File: config.mk
export PLATFORM = sky130hd
export DESIGN_NAME = rbe_delay
export DESIGN_NICKNAME = d
export VERILOG_FILES = /design/src/sv/rbe_delay.sv
export SDC_FILE = /design/constraint.sdc
export NUM_CORES = 1
export LEC_CHECK = 0
export BUFFER_PORTS_ARGS = -buffer_cell sky130_fd_sc_hd__buf_2
export CAP_MARGIN = 20
export CORE_UTILIZATION = 47
export DETAILED_ROUTE_END_ITERATION = 6
export GPL_TIMING_DRIVEN = 1
export PLACE_DENSITY_LB_ADDON = 0.12
export SYNTH_ARGS = -nofsm -noshare
export SYNTH_HDL_FRONTEND = slang
export SYNTH_SLANG_ARGS = --single-unit
File: constraint.sdc
create_clock -name clk -period 1.1 [get_ports clk]
set_input_delay 0.22 -clock clk [delete_from_list [all_inputs] [get_ports clk]]
set_output_delay 0.22 -clock clk [all_outputs]
set_load 0.05 [all_outputs]
File: src/sv/rbe_delay.sv
// Delay line that carries the valid bit and side data past the dividers.
// Uses no package items.
module rbe_delay #(
	parameter int DEPTH = 49,
	parameter int WIDTH = 8
) (
	input  logic             clk,
	input  logic             arst_n,
	input  logic             en,
	input  logic             vin,
	input  logic [WIDTH-1:0] din,
	output logic             vout,
	output logic [WIDTH-1:0] dout
);

	logic [DEPTH-1:0] v_s;
	logic [WIDTH-1:0] d_s [DEPTH];

	always_ff @(posedge clk or negedge arst_n) begin
		if (!arst_n) begin
			v_s <= '0;
		end else if (en) begin
			v_s <= {v_s[DEPTH-2:0], vin};
		end
	end

	always_ff @(posedge clk) begin
		if (en) begin
			d_s[0] <= din;
			for (int k = 1; k < DEPTH; k++) begin
				d_s[k] <= d_s[k-1];
			end
		end
	end

	assign vout = v_s[DEPTH-1];
	assign dout = d_s[DEPTH-1];

endmodule

==> flow_summary_export.csv <==
group,metric,value,unit
run_status,status,"finished, violations left",
run_status,violations,"negative setup slack",
detailed_routing,drt_iter0_markers,371,
clocking,cts_made_buffers,43,
flow_run,cap_viol_max_count,0,
timing,fin_skew,0.0109,ns
die,start_util,0.484,
logic_synthesis,synthArstFlopShare,0.111,
layout,fin_cells,997,
layout,area_growth,17.9,%
timing,timing.final.crit_share,1.26,
detailed_routing,vias_per_cell,4.67,
logic_synthesis,synth_cell_type_count,7,
place,dp.cells,909,
clocking,cts_tree,"yes",
clocking,cts_sinks,441,
logic_synthesis,synth-edff-count,392,
logic_synthesis,synth_top_cell_by_area,"edfxtp_1",
setup_path,endpoint_kind,"primary output",
timing,fin_ws,-0.291,ns
layout,multi_input_area,589,um^2
global_route,globalRouteTotalUtil,0.113,
layout,antennaDiodeCount,0,
layout,seqCellArea,13000,um^2
timing,drv_slew,0,
timing,max_slew.worst_pin.slew,0.272,ns
setup_path,path_delay_family,"flip-flops",
timing,rsz0062_at_grt,"yes",
setup_path,cp.required,0.88,ns
layout,final_nets,598,
timing,finalHoldViolations,0,
clocking,clock_latency,0.52,ns
setup_path,cp_max_fo,1,
logic_synthesis,synthTopCellsByCount,"edfxtp_1 (392), dfrtp_1 (49), mux2_2 (39)",
logic_synthesis,synth_nets,507,
logic_synthesis,synth-seq-area-share,0.953,
setup_path,cp.arrival,1.17,ns
pwr,fin_total_pwr,35.4,mW
logic_synthesis,yosys-top-cells-area,"edfxtp_1 (86%), dfrtp_1 (9.0%), mux2_2 (3.2%)",
logic_synthesis,synth_area,13600,um^2
pwr,power_density,2200,nW/um^2
detailed_routing,firstDrtPassIters,4,
die,die-area,29700,um^2
die,io_pins,21,
timing,setup_viol,9,
logic_synthesis,yosysMostFrequentCell,"edfxtp_1",
place,io_buffers,20,
detailed_routing,vias,4652,
setup_path,max_stage_delay,0.46,ns
die,num_rows,61,
pwr,ir_worst_vdd,1.19,mV
timing,maxSlewHeadroom,0.819,
global_route,grt_pass1_wl,25700,um
clocking,cts_setup_buffers,0,
place,routabilityCongestion,0.669,
clocking,cts-root-buf,"clkbuf_16",
detailed_routing,drtAntennaViolNets,0,
layout,fin_util,0.571,
logic_synthesis,ys_warn_count,0,
setup_path,cp_num_buf_inv,1,
logic_synthesis,avgSynthCellArea,27.5,um^2
logic_synthesis,ys_ff_latch,441,
clocking,clkTransAtPathRegs,0.06,ns
global_route,globalRouteOverflowTotal,0,
global_route,grt_pass1_vias,4788,
setup_path,startpoint_type,"flop",
place,dp_slack,-0.0475,ns
logic_synthesis,synthFlopType,"edfxtp_1",
min_path,hp-class,"in -> reg",
die,die_x,172,um
global_route,antenna_found_initial,0,
setup_path,critical_path.cell_chain,"buf_6",
logic_synthesis,netlist.area_leader.share,0.863,
clocking,cts_buffer_depth,3,
layout,drive_gt1_frac,0.246,
logic_synthesis,syn_inst,495,
clocking,htree_num_levels,2,
setup_path,cpMaxStageDelayCell,"edfxtp_1",
die,fp.dieH,172,um
global_route,grt_max_degree,55,
pwr,leakagePower,5.74,nW
detailed_routing,drc,0,
place,dp_hpwl,7330,um
detailed_routing,wl,15200,um
die,core-area,28200,um^2
layout,nFillCells,2011,
setup_path,criticalPathCategory,"reg -> out",
detailed_routing,drt-wirelength-per-cell,15.2,um
timing,period_needed,1.39,ns
timing,max_freq,719,MHz
cells by family after synthesis:
group / count (synthesis) / synth area share
DFF: 441 / 0.953
muxes: 49 / 0.0432
buffers and inverters: 5 / 0.00358
routing by layer:
layer | vias up | part of all wire | GRT usage
met5 | - | 0 | 0
met4 | 0 | 0.024 | 0.0519
met3 | 30 | 0.043 | 0.0311
met2 | 67 | 0.44 | 0.151
met1 | 2390 | 0.49 | 0.171
li1 | 2165 | - | -
report_power, final:
| group | switching (mW) | internal, mW |
|---|---|---|
| clock network | 5.66 | 8.56 |
| logic | 0.542 | 0.567 |
| registers | 0.441 | 19.7 |
| total | 6.64 | 28.8 |
flip-flops by register name, summed over array words and instances (netlist names):
| register | cells |
|---|---|
| d_s | 392 |
| v_s | 49 |
area by class of cell:
class / instances / share of cell area
flip-flops and latches: 441 / 0.809
clock buffers: 54 / 0.0714
repair buffers: 51 / 0.0388
multi-input cells: 49 / 0.0367
well taps: 378 / 0.0294
clock inverters: 24 / 0.0151
metrics by stage:
step / hold WS [ns] / cell area [um^2] / setup TNS (ns)
after floorplan: -0.0756 / 13600 / 0
final: 0.0247 / 16100 / -1.75
after CTS: 0.00423 / 16100 / -2.11
after detailed placement: 0.226 / 14500 / -6.19
after global placement: 0.219 / 14500 / -0.659
after global routing: 0.00125 / 16100 / -2.33
path summary, 6_finish.rpt:
path / slack (ns) / depth (start not counted) / from / endpoint
hold reg to reg: 0.42 / 0 / d_s[26][4]$_DFFE_PP_ / d_s[27][4]$_DFFE_PP_
max in group asynchronous: 0.64 / 3 / arst_n / v_s[28]$_DFFE_PN0P_
min in group asynchronous: 0.20 / 3 / arst_n / v_s[46]$_DFFE_PN0P_
hold / removal: 0.02 / 1 / en / d_s[15][5]$_DFFE_PP_
setup reg to reg: 0.31 / 1 / v_s[6]$_DFFE_PN0P_ / v_s[7]$_DFFE_PN0P_
setup / recovery: -0.29 / 1 / d_s[48][6]$_DFFE_PP_ / dout[6]
cells in the final DEF (no fill, tap or decap):
cell / count
buf_12: 16
buf_2: 10
buf_4: 5
buf_6: 9
buf_8: 1
bufinv_16: 5
clkbuf_1: 8
clkbuf_16: 43
clkbuf_8: 3
clkinv_1: 8
clkinv_2: 9
dfrtp_1: 49
dlygate4sd3_1: 10
edfxtp_1: 392
inv_6: 2
mux2_2: 39
mux2_4: 10
repair_timing:
action | CTS | global route
hold buffers | 10 | 0
pin swaps | 0 | 0
hold endpoints to repair | 58 | 0
resized for setup | 18 | 0
endpoints found under the setup margin | 9 | 9
No activity file was read; power rests on OpenSTA's default activity.
