$ cat src/sv/rbe_pkg.sv
// Shared types, constants and helpers for the ray/box entry point block.
// Used by rbe_face, rbe_pick and the top unit; no dependencies.
package rbe_pkg;

	localparam int FRAC_BITS_DEF = 16;
	localparam int NUM_AXES      = 3;
	localparam int NUM_FACES     = 6;
	localparam int COORD_W       = 32;
	localparam int ORIG_W        = 33;
	localparam int SIZE_W        = 31;
	localparam int T_W           = 31;

	typedef logic [2:0] reg_idx_t;

	localparam reg_idx_t REG_OFFSET_X = 3'd0;
	localparam reg_idx_t REG_OFFSET_Y = 3'd1;
	localparam reg_idx_t REG_OFFSET_Z = 3'd2;
	localparam reg_idx_t REG_SIZE_X   = 3'd3;
	localparam reg_idx_t REG_SIZE_Y   = 3'd4;
	localparam reg_idx_t REG_SIZE_Z   = 3'd5;

	localparam logic [SIZE_W-1:0] SIZE_RESET = 31'd65536;

	typedef logic [NUM_AXES-1:0][ORIG_W-1:0]  orig_vec_t;
	typedef logic [NUM_AXES-1:0][COORD_W-1:0] dir_vec_t;
	typedef logic [NUM_AXES-1:0][SIZE_W-1:0]  size_vec_t;

	// one face candidate: usable flag, distance and hit point
	typedef struct packed {
		logic                             ok;
		logic [T_W-1:0]                   t;
		logic [NUM_AXES-1:0][COORD_W-1:0] p;
	} cand_t;

	// earlier candidate wins ties
	function automatic cand_t pick_first(cand_t l, cand_t r);
		cand_t res;
		res = (l.ok && (!r.ok || l.t <= r.t)) ? l : r;
		return res;
	endfunction

endpackage

$ cat src/sv/rbe_pick.sv
// First two levels of the nearest-face selection tree over six faces.
// Depends on rbe_pkg.
module rbe_pick (
	input  logic           clk,
	input  logic           en,
	input  rbe_pkg::cand_t cand [rbe_pkg::NUM_FACES],
	output rbe_pkg::cand_t near_lo,
	output rbe_pkg::cand_t near_hi
);
	import rbe_pkg::*;

	cand_t x_s1, y_s1, z_s1;
	cand_t xy_s2, z_s2;

	always_ff @(posedge clk) begin
		if (en) begin
			x_s1  <= pick_first(cand[0], cand[1]);
			y_s1  <= pick_first(cand[2], cand[3]);
			z_s1  <= pick_first(cand[4], cand[5]);
			xy_s2 <= pick_first(x_s1, y_s1);
			z_s2  <= z_s1;
		end
	end

	assign near_lo = xy_s2;
	assign near_hi = z_s2;

endmodule

$ cat config.mk
export PLATFORM = sky130hd
export DESIGN_NAME = rbe_pick
export DESIGN_NICKNAME = d
export VERILOG_FILES = /design/src/sv/rbe_pkg.sv /design/src/sv/rbe_pick.sv
export SDC_FILE = /design/constraint.sdc
export NUM_CORES = 1
export LEC_CHECK = 0
export BUFFER_PORTS_ARGS = -buffer_cell sky130_fd_sc_hd__buf_2
export CORE_AREA = 2 2 395 397
export DETAILED_ROUTE_END_ITERATION = 6
export DIE_AREA = 0 0 397 399
export GPL_ROUTABILITY_DRIVEN = 0
export MAX_ROUTING_LAYER = met4
export PLACE_DENSITY_LB_ADDON = 0.25
export SYNTH_ARGS = -nofsm -noshare
export SYNTH_HDL_FRONTEND = slang
export SYNTH_SLANG_ARGS = --single-unit
export TNS_END_PERCENT = 20
$ cat constraint.sdc
create_clock -name clk -period 5.3 [get_ports clk]
set_input_delay 0 -clock clk [delete_from_list [all_inputs] [get_ports clk]]
set_output_delay 0 -clock clk [all_outputs]
set_load 0.1 [all_outputs]
==> metrics.txt, run 1 <==
largest net degree at the start of global routing 152; FMAX 248 MHz; P_leak 18.9 nW; grt ovf 0; Non-Filler Instances 5638; die area 0.158 mm^2; ANT nets after route 0; TritonCTS clock tree done; r2r setup slk 1.34 ns; setup_tns 0 ns; Critical Path AT 4.44 ns; P&R area growth vs syn 63.4%; layout cells sized above 1 46.1%; crit-path cells dlygate4sd3_1 -> buf_2 -> inv_1 -> ha_1 -> nand4_1 -> nor4_1 -> nand2_1 -> a32oi_4 -> buf_12 -> mux2_2 -> dlygate4sd3_1; Setup crit end kind flip-flop; post_cts resized 0; core area 0.154 mm^2; drt total wl 112000 um; H-tree depth 3; outcome finished, final reports clean; CTS Buf Count 80; hold_sp cand[164]; number of failing hold endpoints at the final stage 0; FILL cells 15600; Vias 21200; I/O Buffers 1025; PwrDens 347 mW/mm^2; Placement Setup Slack 1.22 ns; GRT Max-Usage Layer met2; DRC Markers 0; Worst Tran Pin Value 1.26 ns; nets 4407; Die Span Y 399 um; reg2reg start x_s1[124]; Crit. Startpoint cand[378]; Worst path slowest cell a32oi_4; number of synthesis warnings 0; DR vias/cell 3.77; met2 global-route usage 24.0%; most common cell type on the critical path dlygate4sd3_1; Total Routing Usage GR 13.9%; CTS Buffer Depth 3; Setup violations, final 0; Worst setup SP type input port; Die W 397 um; Final Util 30.3%; WP data required 5.70 ns; max cap viols 0; Crit Path Category input port to flip-flop; worst clock skew 0.0509 ns; syn_nets 2552; HP Class input port to flip-flop; Std-Cell Rows 144; Clock Sinks 640; sequential share of the synthesized area 67.4%; Post-DP HPWL 86400 um; vias in the first global route 22300; first-pass GRT wire length 153000 um; Slew Limit Fails 0; initial antenna violation count 30; Cell variety after synth 37; Post-Syn Instances 1658; RSZ-0062 raised after global routing no; period utilization 76.2%; Initial Utilization 18.5%; synthesized area 0.0285 mm^2; Iter 0 DRT Violations 946; syn avg cell area 17.2 um^2; met1 Use GR 15.0%; IO Pins 1026; final setup margin 1.26 ns; crit-path max FO 42; DR WL/cell 19.9 um; minimum clock period 4.04 ns; Post-Place Cells 4706; synthesis-stage register bit count 640; clk_lat worst skew 0.67 ns; drt pass-1 iters 6; Slew HR 16.1%; met3 Track Usage GR 3.56%; CP max stage delay 1.02 ns; Peak VDD IR 0.000209 V; clock root buffer clkbuf_16; Clock transition at path regs 0.06 ns
==> metrics by stage <==
step,power (mW),instance area (um^2),hold slack (ns)
detailed placement,10.4,36300,0.305
finish,16.2,46600,0.161
global route,16.9,46600,0.107
CTS,16.5,46500,0.0563
floorplan,9.10,28500,0.112
global placement,10.4,36300,0.302
==> cell usage after synthesis, drive strengths merged <==
| library cell | instances | area [um^2] |
|---|---|---|
| o31ai | 1 | 7.51 |
| mux2 | 508 | 5720 |
| ha | 124 | 1550 |
| nor4 | 4 | 25.0 |
| or4 | 2 | 15.0 |
| nand3b | 5 | 37.5 |
| a221oi | 3 | 26.3 |
| buf | 56 | 377 |
| o311ai | 2 | 17.5 |
| a32oi | 4 | 35.0 |
| nor2b | 5 | 31.3 |
| or2 | 4 | 25.0 |
| o21bai | 1 | 7.51 |
| a211o | 1 | 8.76 |
| o2111ai | 2 | 17.5 |
| nor2 | 7 | 26.3 |
| a21o | 5 | 37.5 |
| edfxtp | 640 | 19200 |
| nor3 | 10 | 50.1 |
| inv | 127 | 477 |
| o21ai | 24 | 120 |
| o211ai | 2 | 15.0 |
| nand2 | 25 | 93.8 |
| a221o | 3 | 30.0 |
| nand2b | 1 | 6.26 |
| and4 | 4 | 35.0 |
| nand3 | 9 | 45.0 |
| and2 | 2 | 12.5 |
| a211oi | 5 | 37.5 |
| nand4 | 26 | 163 |
| a21oi | 45 | 225 |
| a41oi | 1 | 8.76 |
==> path summary, 6_finish.rpt <==
check,endpoint,cells after the start
worst min register to register,near_hi[95],0
worst max-delay path,y_s1[47],11
worst min-delay path,z_s1[36],3
worst max register to register,near_lo[61],7
==> worst max-delay path, delay by kind of cell <==
| family | cells | cell delay (ns) |
|---|---|---|
| buf+inv | 5 | 1.60 |
| mux | 1 | 0.39 |
| simple gates | 3 | 1.01 |
| fa+ha+maj | 1 | 0.31 |
| compound gates | 1 | 1.02 |
==> layout by cell type, fill, tap and decap left out, types with 9 or more instances in the layout <==
cell type	instances
buf_2	1024
dlygate4sd3_1	769
edfxtp_1	640
mux2_2	472
inv_1	127
ha_1	124
clkbuf_16	80
a21oi_1	45
mux2_1	36
nand4_1	26
buf_4	26
nand2_1	25
o21ai_0	23
diode_2	22
clkinv_1	20
clkbuf_1	14
nor3_1	10
nand3_1	9
buf_12	9
==> layer usage <==
layer	wire length (um)	up-vias
met4	5080	0
met2	56800	749
li1	-	10200
met3	6630	180
met1	43800	10100
met5	0	-
==> sequential cells by signal (all words and copies together) (netlist names) <==
name and flops:
near_hi 128, near_lo 128, z_s1 128, x_s1 128
y_s1 128
==> power breakdown <==
group          leakage, nW  switching (mW)  internal, mW
Sequential            6.26           0.210          6.30
Clock                 1.22            2.25          3.05
Combinational         11.4            2.75          1.63
Total                 18.9            5.20          11.0
==> kinds of logic after synthesis <==
family          Yosys count  share of synthesized area [%]
flops                   640                           67.4
mux                     508                           20.1
buf+inv                 183                           2.99
fa+ha+maj               124                           5.44
simple gates            104                           1.98
compound gates           99                           2.09
==> repair_timing <==
item,in CTS,in global routing
hold buffers,769,0
endpoints found under the hold margin,454,0
setup buffers,0,0
==> area by class of cell <==
type	instances	area [um^2]	area share [%]
diodes	22	55.1	0.118
clock buffers	94	2050	4.41
clock inverters	47	490	1.05
inverters	127	477	1.02
multi-input cells	835	8510	18.3
flip-flops and latches	640	19200	41.3
well taps	2044	2560	5.49
repair buffers	1829	13200	28.4
No activity file was read; power rests on OpenSTA's default activity.
==> run 2: changes to the inputs <==
--- a/config.mk
+++ b/config.mk
@@ -6,9 +6,9 @@
 export NUM_CORES = 1
 export LEC_CHECK = 0
 export BUFFER_PORTS_ARGS = -buffer_cell sky130_fd_sc_hd__buf_2
-export CORE_AREA = 2 2 395 397
+export CORE_AREA = 2 2 398 400
 export DETAILED_ROUTE_END_ITERATION = 6
-export DIE_AREA = 0 0 397 399
+export DIE_AREA = 0 0 400 402
 export GPL_ROUTABILITY_DRIVEN = 0
 export MAX_ROUTING_LAYER = met4
 export PLACE_DENSITY_LB_ADDON = 0.25
==> constraint.sdc (replaced) <==
create_clock -name clk -period 4.2 [get_ports clk]
set_input_delay 0 -clock clk [delete_from_list [all_inputs] [get_ports clk]]
set_output_delay 0 -clock clk [all_outputs]
set_load 0.1 [all_outputs]
==> metrics.txt, run 2 (synthesis gave the netlist of run 1 again) <==
largest net degree at the start of global routing 96 (-37%); Die W 400 um (+0.76%); period utilization 92.2%; outcome finished, final reports clean; DR vias/cell 3.78 (+0.44%); setup_tns 0 ns (unchanged); H-tree depth 3 (unchanged); I/O Buffers 1025 (unchanged); Non-Filler Instances 5671 (+0.59%); Vias 21400 (+1.0%); Post-Place Cells 4745 (+0.83%); Slew Limit Fails 0 (unchanged); Peak VDD IR 0.000338 V (+62%); crit-path max FO 31 (-26%); worst clock skew 0.0449 ns (-0.00600 ns); Critical Path AT 4.25 ns (-0.19 ns); HP Class input port to flip-flop; minimum clock period 3.87 ns; drt total wl 111000 um (-1.1%); Crit Path Category input port to flip-flop; Setup violations, final 0 (unchanged); die area 0.161 mm^2 (+1.5%); Clock transition at path regs 0.06 ns (about the same); ANT nets after route 0 (unchanged); dpl cell area 0.0365 mm^2 (+0.57%); clk_lat worst skew 0.69 ns (+0.02 ns); PwrDens 440 mW/mm^2 (+27%); number of failing hold endpoints at the final stage 0 (unchanged); Std-Cell Rows 146 (+1.4%); most common cell type on the critical path dlygate4sd3_1; footprint of the multi-input gates 0.00851 mm^2 (unchanged); WP data required 4.58 ns (-1.12 ns); Setup crit end kind flip-flop; Storage cell area 0.0192 mm^2 (unchanged); commonest non-fill, non-tap cells in the layout 1024 x buf_2, 769 x dlygate4sd3_1, 640 x edfxtp_1, 472 x mux2_2, 127 x inv_1; FMAX 258 MHz; clock root buffer clkbuf_16; r2r setup slk 0.77 ns (-0.57 ns); crit-path cells dlygate4sd3_1 -> buf_2 -> inv_1 -> ha_1 -> nand4_1 -> or4_1 -> o21ai_1 -> a32oi_1 -> a41oi_4 -> buf_4 -> mux2_2 -> dlygate4sd3_1; Placement Setup Slack 0.728 ns (-0.496 ns); Top Family by Delay on Critical Path buffers and inverters; Die Span Y 402 um (+0.75%); drt pass-1 iters 5 (-1); DRC Markers 0 (unchanged); IO Pins 1026 (unchanged); vias in the first global route 22600 (+1.4%); Post-DP HPWL 86000 um (-0.47%); CP max stage delay 0.73 ns (-0.29 ns); Hold WS 0.146 ns (-0.0147 ns); layout cells sized above 1 46.3% (+0.21 points); RSZ-0062 raised after global routing no; Clock Sinks 640 (unchanged); Total Routing Usage GR 13.6% (-0.30 points); Worst path slowest cell or4_1; TritonCTS clock tree done; CTS Buffer Depth 3 (unchanged); Final Util 29.8% (-0.52 points); DR WL/cell 19.6 um (-1.7%); initial antenna violation count 24 (-20%); Tot Pwr 20.6 mW (+27%); commonest non-fill, non-tap cell in the layout buf_2; Worst Tran Pin Value 0.809 ns (-0.450 ns); CTS Buf Count 78 (-2.5%); P_leak 19.0 nW (+0.60%); P&R area growth vs syn 64.2%; post_cts resized 0 (unchanged); FILL cells 16000 (+2.8%); core area 0.157 mm^2 (+2.2%); final setup margin 0.329 ns (-0.931 ns); Iter 0 DRT Violations 1167 (+23%); max cap viols 0 (unchanged); Slew HR 46.1% (+30 points); grt ovf 0 (unchanged); first-pass GRT wire length 152000 um (-0.40%); final instance area 0.0468 mm^2 (+0.47%); CP bufs+invs 5 (unchanged); Worst setup SP type input port; Initial Utilization 18.1% (-0.40 points); nets 4416 (+0.20%)
-- run 2: changes by cell type in the layout (fill, tap and decap cells not counted), sizes merged --
cell      delta
buf         +11
clkinv       +5
diode        -5
bufinv       +3
clkbuf       -3
clkinvlp     -3
inv          -3
-- run 2: worst paths after layout --
path | from | to | cells past startpoint
worst max-delay path | cand[618] | x_s1[95] | 12
worst min-delay path | cand[165] | z_s1[37] | 3
worst max register to register | x_s1[125] | near_lo[54] | 8
worst min register to register | z_s1[2] | near_hi[2] | 0
-- run 2: worst min-delay path, delay by kind of cell --
family | cells | cell delay [ns]
buffers and inverters | 2 | 0.60
muxes | 1 | 0.12
-- run 2: where the power goes --
part / switching [mW] / total, mW / internal, mW / leakage, nW
clock network: 2.84 / 6.78 / 3.94 / 1.24
logic: 3.48 / 5.58 / 2.10 / 11.5
registers: 0.284 / 8.23 / 7.95 / 6.26
-- run 2: cell type report --
class	count	share of cell area, %
Multi-Input combinational cell	835	18.2
Clock inverter	49	1.22
Tap cell	2072	5.54
Inverter	127	1.02
Antenna cell	17	0.0909
Timing Repair Buffer	1840	28.6
Sequential cell	640	41.1
Clock buffer	91	4.28
-- run 2: what timing repair did --
item,4_1_cts,5_1_grt
hold endpoints to repair,448,0
hold buffers,769,0
buffers inserted,0,0
-- run 2: metal layers --
layer	up-vias	global-route usage (%)	wire length, um
met5	-	-	0
met4	0	5.60	4340
met3	151	2.50	6020
met2	750	23.4	55500
met1	10400	15.4	45200
li1	10200	-	-
==> run 3: changes to the inputs <==
--- a/config.mk
+++ b/config.mk
@@ -6,9 +6,9 @@
 export NUM_CORES = 1
 export LEC_CHECK = 0
 export BUFFER_PORTS_ARGS = -buffer_cell sky130_fd_sc_hd__buf_2
-export CORE_AREA = 2 2 398 400
+export CORE_AREA = 10 10 395 397
 export DETAILED_ROUTE_END_ITERATION = 6
-export DIE_AREA = 0 0 400 402
+export DIE_AREA = 0 0 405 407
 export GPL_ROUTABILITY_DRIVEN = 0
 export MAX_ROUTING_LAYER = met4
 export PLACE_DENSITY_LB_ADDON = 0.25
==> metrics.txt, run 3 (synthesis gave the netlist of run 1 again) <==
HP Class input port to flip-flop; max cap viols 0 (unchanged); drt total wl 120000 um (+8.2%); switch share 32.4% (+0.32 points); clock root buffer clkbuf_16; final instance area 0.0467 mm^2 (-0.22%); RSZ-0062 raised after global routing no; Slew HR 32.3% (-14 points); IO Pins 1026 (unchanged); CTS Buf Count 79 (+1.3%); core area 0.147 mm^2 (-6.1%); capture point of the worst reg-to-reg path near_lo[47]; Die W 405 um (+1.3%); CTS Buffer Depth 3 (unchanged); initial antenna violation count 20 (-17%); Crit Path Category input port to flip-flop; Setup violations, final 0 (unchanged); setup_tns 0 ns (unchanged); final setup margin 0.568 ns (+0.240 ns); Setup crit end kind flip-flop; Hold WS 0.142 ns (-0.00425 ns); crit path to y_s1[46]; Slew Limit Fails 0 (unchanged); dpl cell area 0.0363 mm^2 (-0.55%); Comb power frac 26.7% (-0.4 points); minimum clock period 3.63 ns (-0.240 ns); DR vias/cell 3.90 (+3.2%); P&R area growth vs syn 63.8%; period utilization 86.5% (-5.7 points); Peak VDD IR 0.000298 V (-12%); DR WL/cell 21.8 um (+11%); worst-case reg-to-reg path depth 8 (unchanged); FMAX 275 MHz (+6.6%); I/O Buffers 1025 (unchanged); DRC Markers 0 (unchanged); Critical Path AT 4.04 ns (-0.21 ns); Worst Tran Pin Value 1.01 ns (+0.202 ns); Placement Setup Slack 0.594 ns (-0.134 ns); PwrDens 447 mW/mm^2 (+1.5%); H-tree depth 3 (unchanged); WP data required 4.61 ns (+0.03 ns); crit-path max FO 43 (+39%); Final Util 31.7% (+1.9 points); vias in the first global route 23800 (+5.3%); r2r setup slk 0.63 ns (-0.14 ns); post_cts resized 0 (unchanged); power share of the clock group 33.8% (+0.9 points); sw power 6.75 mW (+2.3%); drt pass-1 iters 5 (unchanged); clk_lat worst skew 0.70 ns (about the same); worst clock skew 0.0450 ns (+0.000171 ns); number of failing hold endpoints at the final stage 0 (unchanged); Worst setup SP type input port; P_leak 19.0 nW (+0.16%); Power Internal 14.1 mW (+0.77%); Clock transition at path regs 0.06 ns (about the same); ANT nets after route 0 (unchanged); commonest non-fill, non-tap cells in the layout 1024 x buf_2, 769 x dlygate4sd3_1, 640 x edfxtp_1, 472 x mux2_2, 127 x inv_1; Post-DP HPWL 92700 um (+7.9%); largest net degree at the start of global routing 91 (-5.2%); grt ovf 0 (unchanged); power share of the sequential group 39.5% (-0.5 points); TritonCTS clock tree done; Total Routing Usage GR 14.3% (+0.73 points); layout cells sized above 1 46.7% (+0.34 points); Crit. Startpoint cand[376]; Std-Cell Rows 141 (-3.4%); outcome finished, final reports clean; Initial Utilization 19.3% (+1.2 points); Clock Sinks 640 (unchanged); Vias 21600 (+0.47%); Iter 0 DRT Violations 1136 (-2.7%); reg2reg start x_s1[125]; Die Span Y 407 um (+1.2%); nets 4414 (-0.045%); die area 0.165 mm^2 (+2.5%); commonest non-fill, non-tap cell in the layout buf_2; first-pass GRT wire length 167000 um (+10%)
## run 3: worst min path at each step
stage | from | endpoint | slack (ns) | cells past startpoint
floorplan | en | near_hi[0] | 0.11 | 0
global placement | cand[36] | z_s1[36] | 0.30 | 2
detailed placement | cand[568] | x_s1[56] | 0.30 | 2
CTS | cand[10] | z_s1[10] | 0.04 | 3
global route | cand[214] | z_s1[86] | 0.1 | 3
finish | cand[36] | z_s1[36] | 0.14 | 3
## run 3: metrics by stage
step	std cells	power, mW
4_1_cts	5514	21.2
6_report	5522	20.8
5_1_grt	5520	21.8
3_3_place_gp	4600	13.1
3_5_place_dp	4600	13.1
2_1_floorplan	1658	11.5
## run 3: worst max-delay path, cell delays in order
cell and delay (ns):
dlygate4sd3_1 0.54, buf_2 0.11, inv_1 0.03, ha_1 0.29
nand4_1 0.19, nor4_1 0.63, nand2_1 0.20, a32oi_4 0.36
buf_12 0.24, buf_12 0.26, mux2_2 0.42, dlygate4sd3_1 0.64
## run 3: per-layer routing
layer | part of all wire [%] | up-vias | routed length, um | track usage, %
met5 | 0 | - | 0 | -
met4 | 2.4 | 0 | 2840 | 3.99
met2 | 53 | 737 | 63300 | 25.5
met3 | 5.6 | 130 | 6710 | 3.19
met1 | 39 | 10500 | 47300 | 16.0
li1 | - | 10100 | - | -
## run 3: cell type report
type / count / area [um^2]
antenna: 8 / 20.0
clock buffer: 85 / 2000
clock inverter: 60 / 692
fill: 14700 / 101000
inverter: 127 / 477
multi-input combinational: 835 / 8510
sequential: 640 / 19200
tap: 1930 / 2410
timing repair buffer: 1837 / 13400
## run 3: what timing repair did
item,4_1_cts,5_1_grt
endpoints found under the hold margin,435,0
buffers inserted,0,0
hold buffers,769,0
## run 3: power by group through the flow
| stage | clock network [mW] | registers (mW) | logic (mW) |
|---|---|---|---|
| 5_1_grt | 7.58 | 8.31 | 5.87 |
| 3_5_place_dp | 0 | 8.39 | 4.75 |
| 3_3_place_gp | 0 | 8.39 | 4.75 |
| 4_1_cts | 7.32 | 8.27 | 5.63 |
| 6_report | 7.04 | 8.24 | 5.56 |
| 2_1_floorplan | 0 | 10.2 | 1.29 |
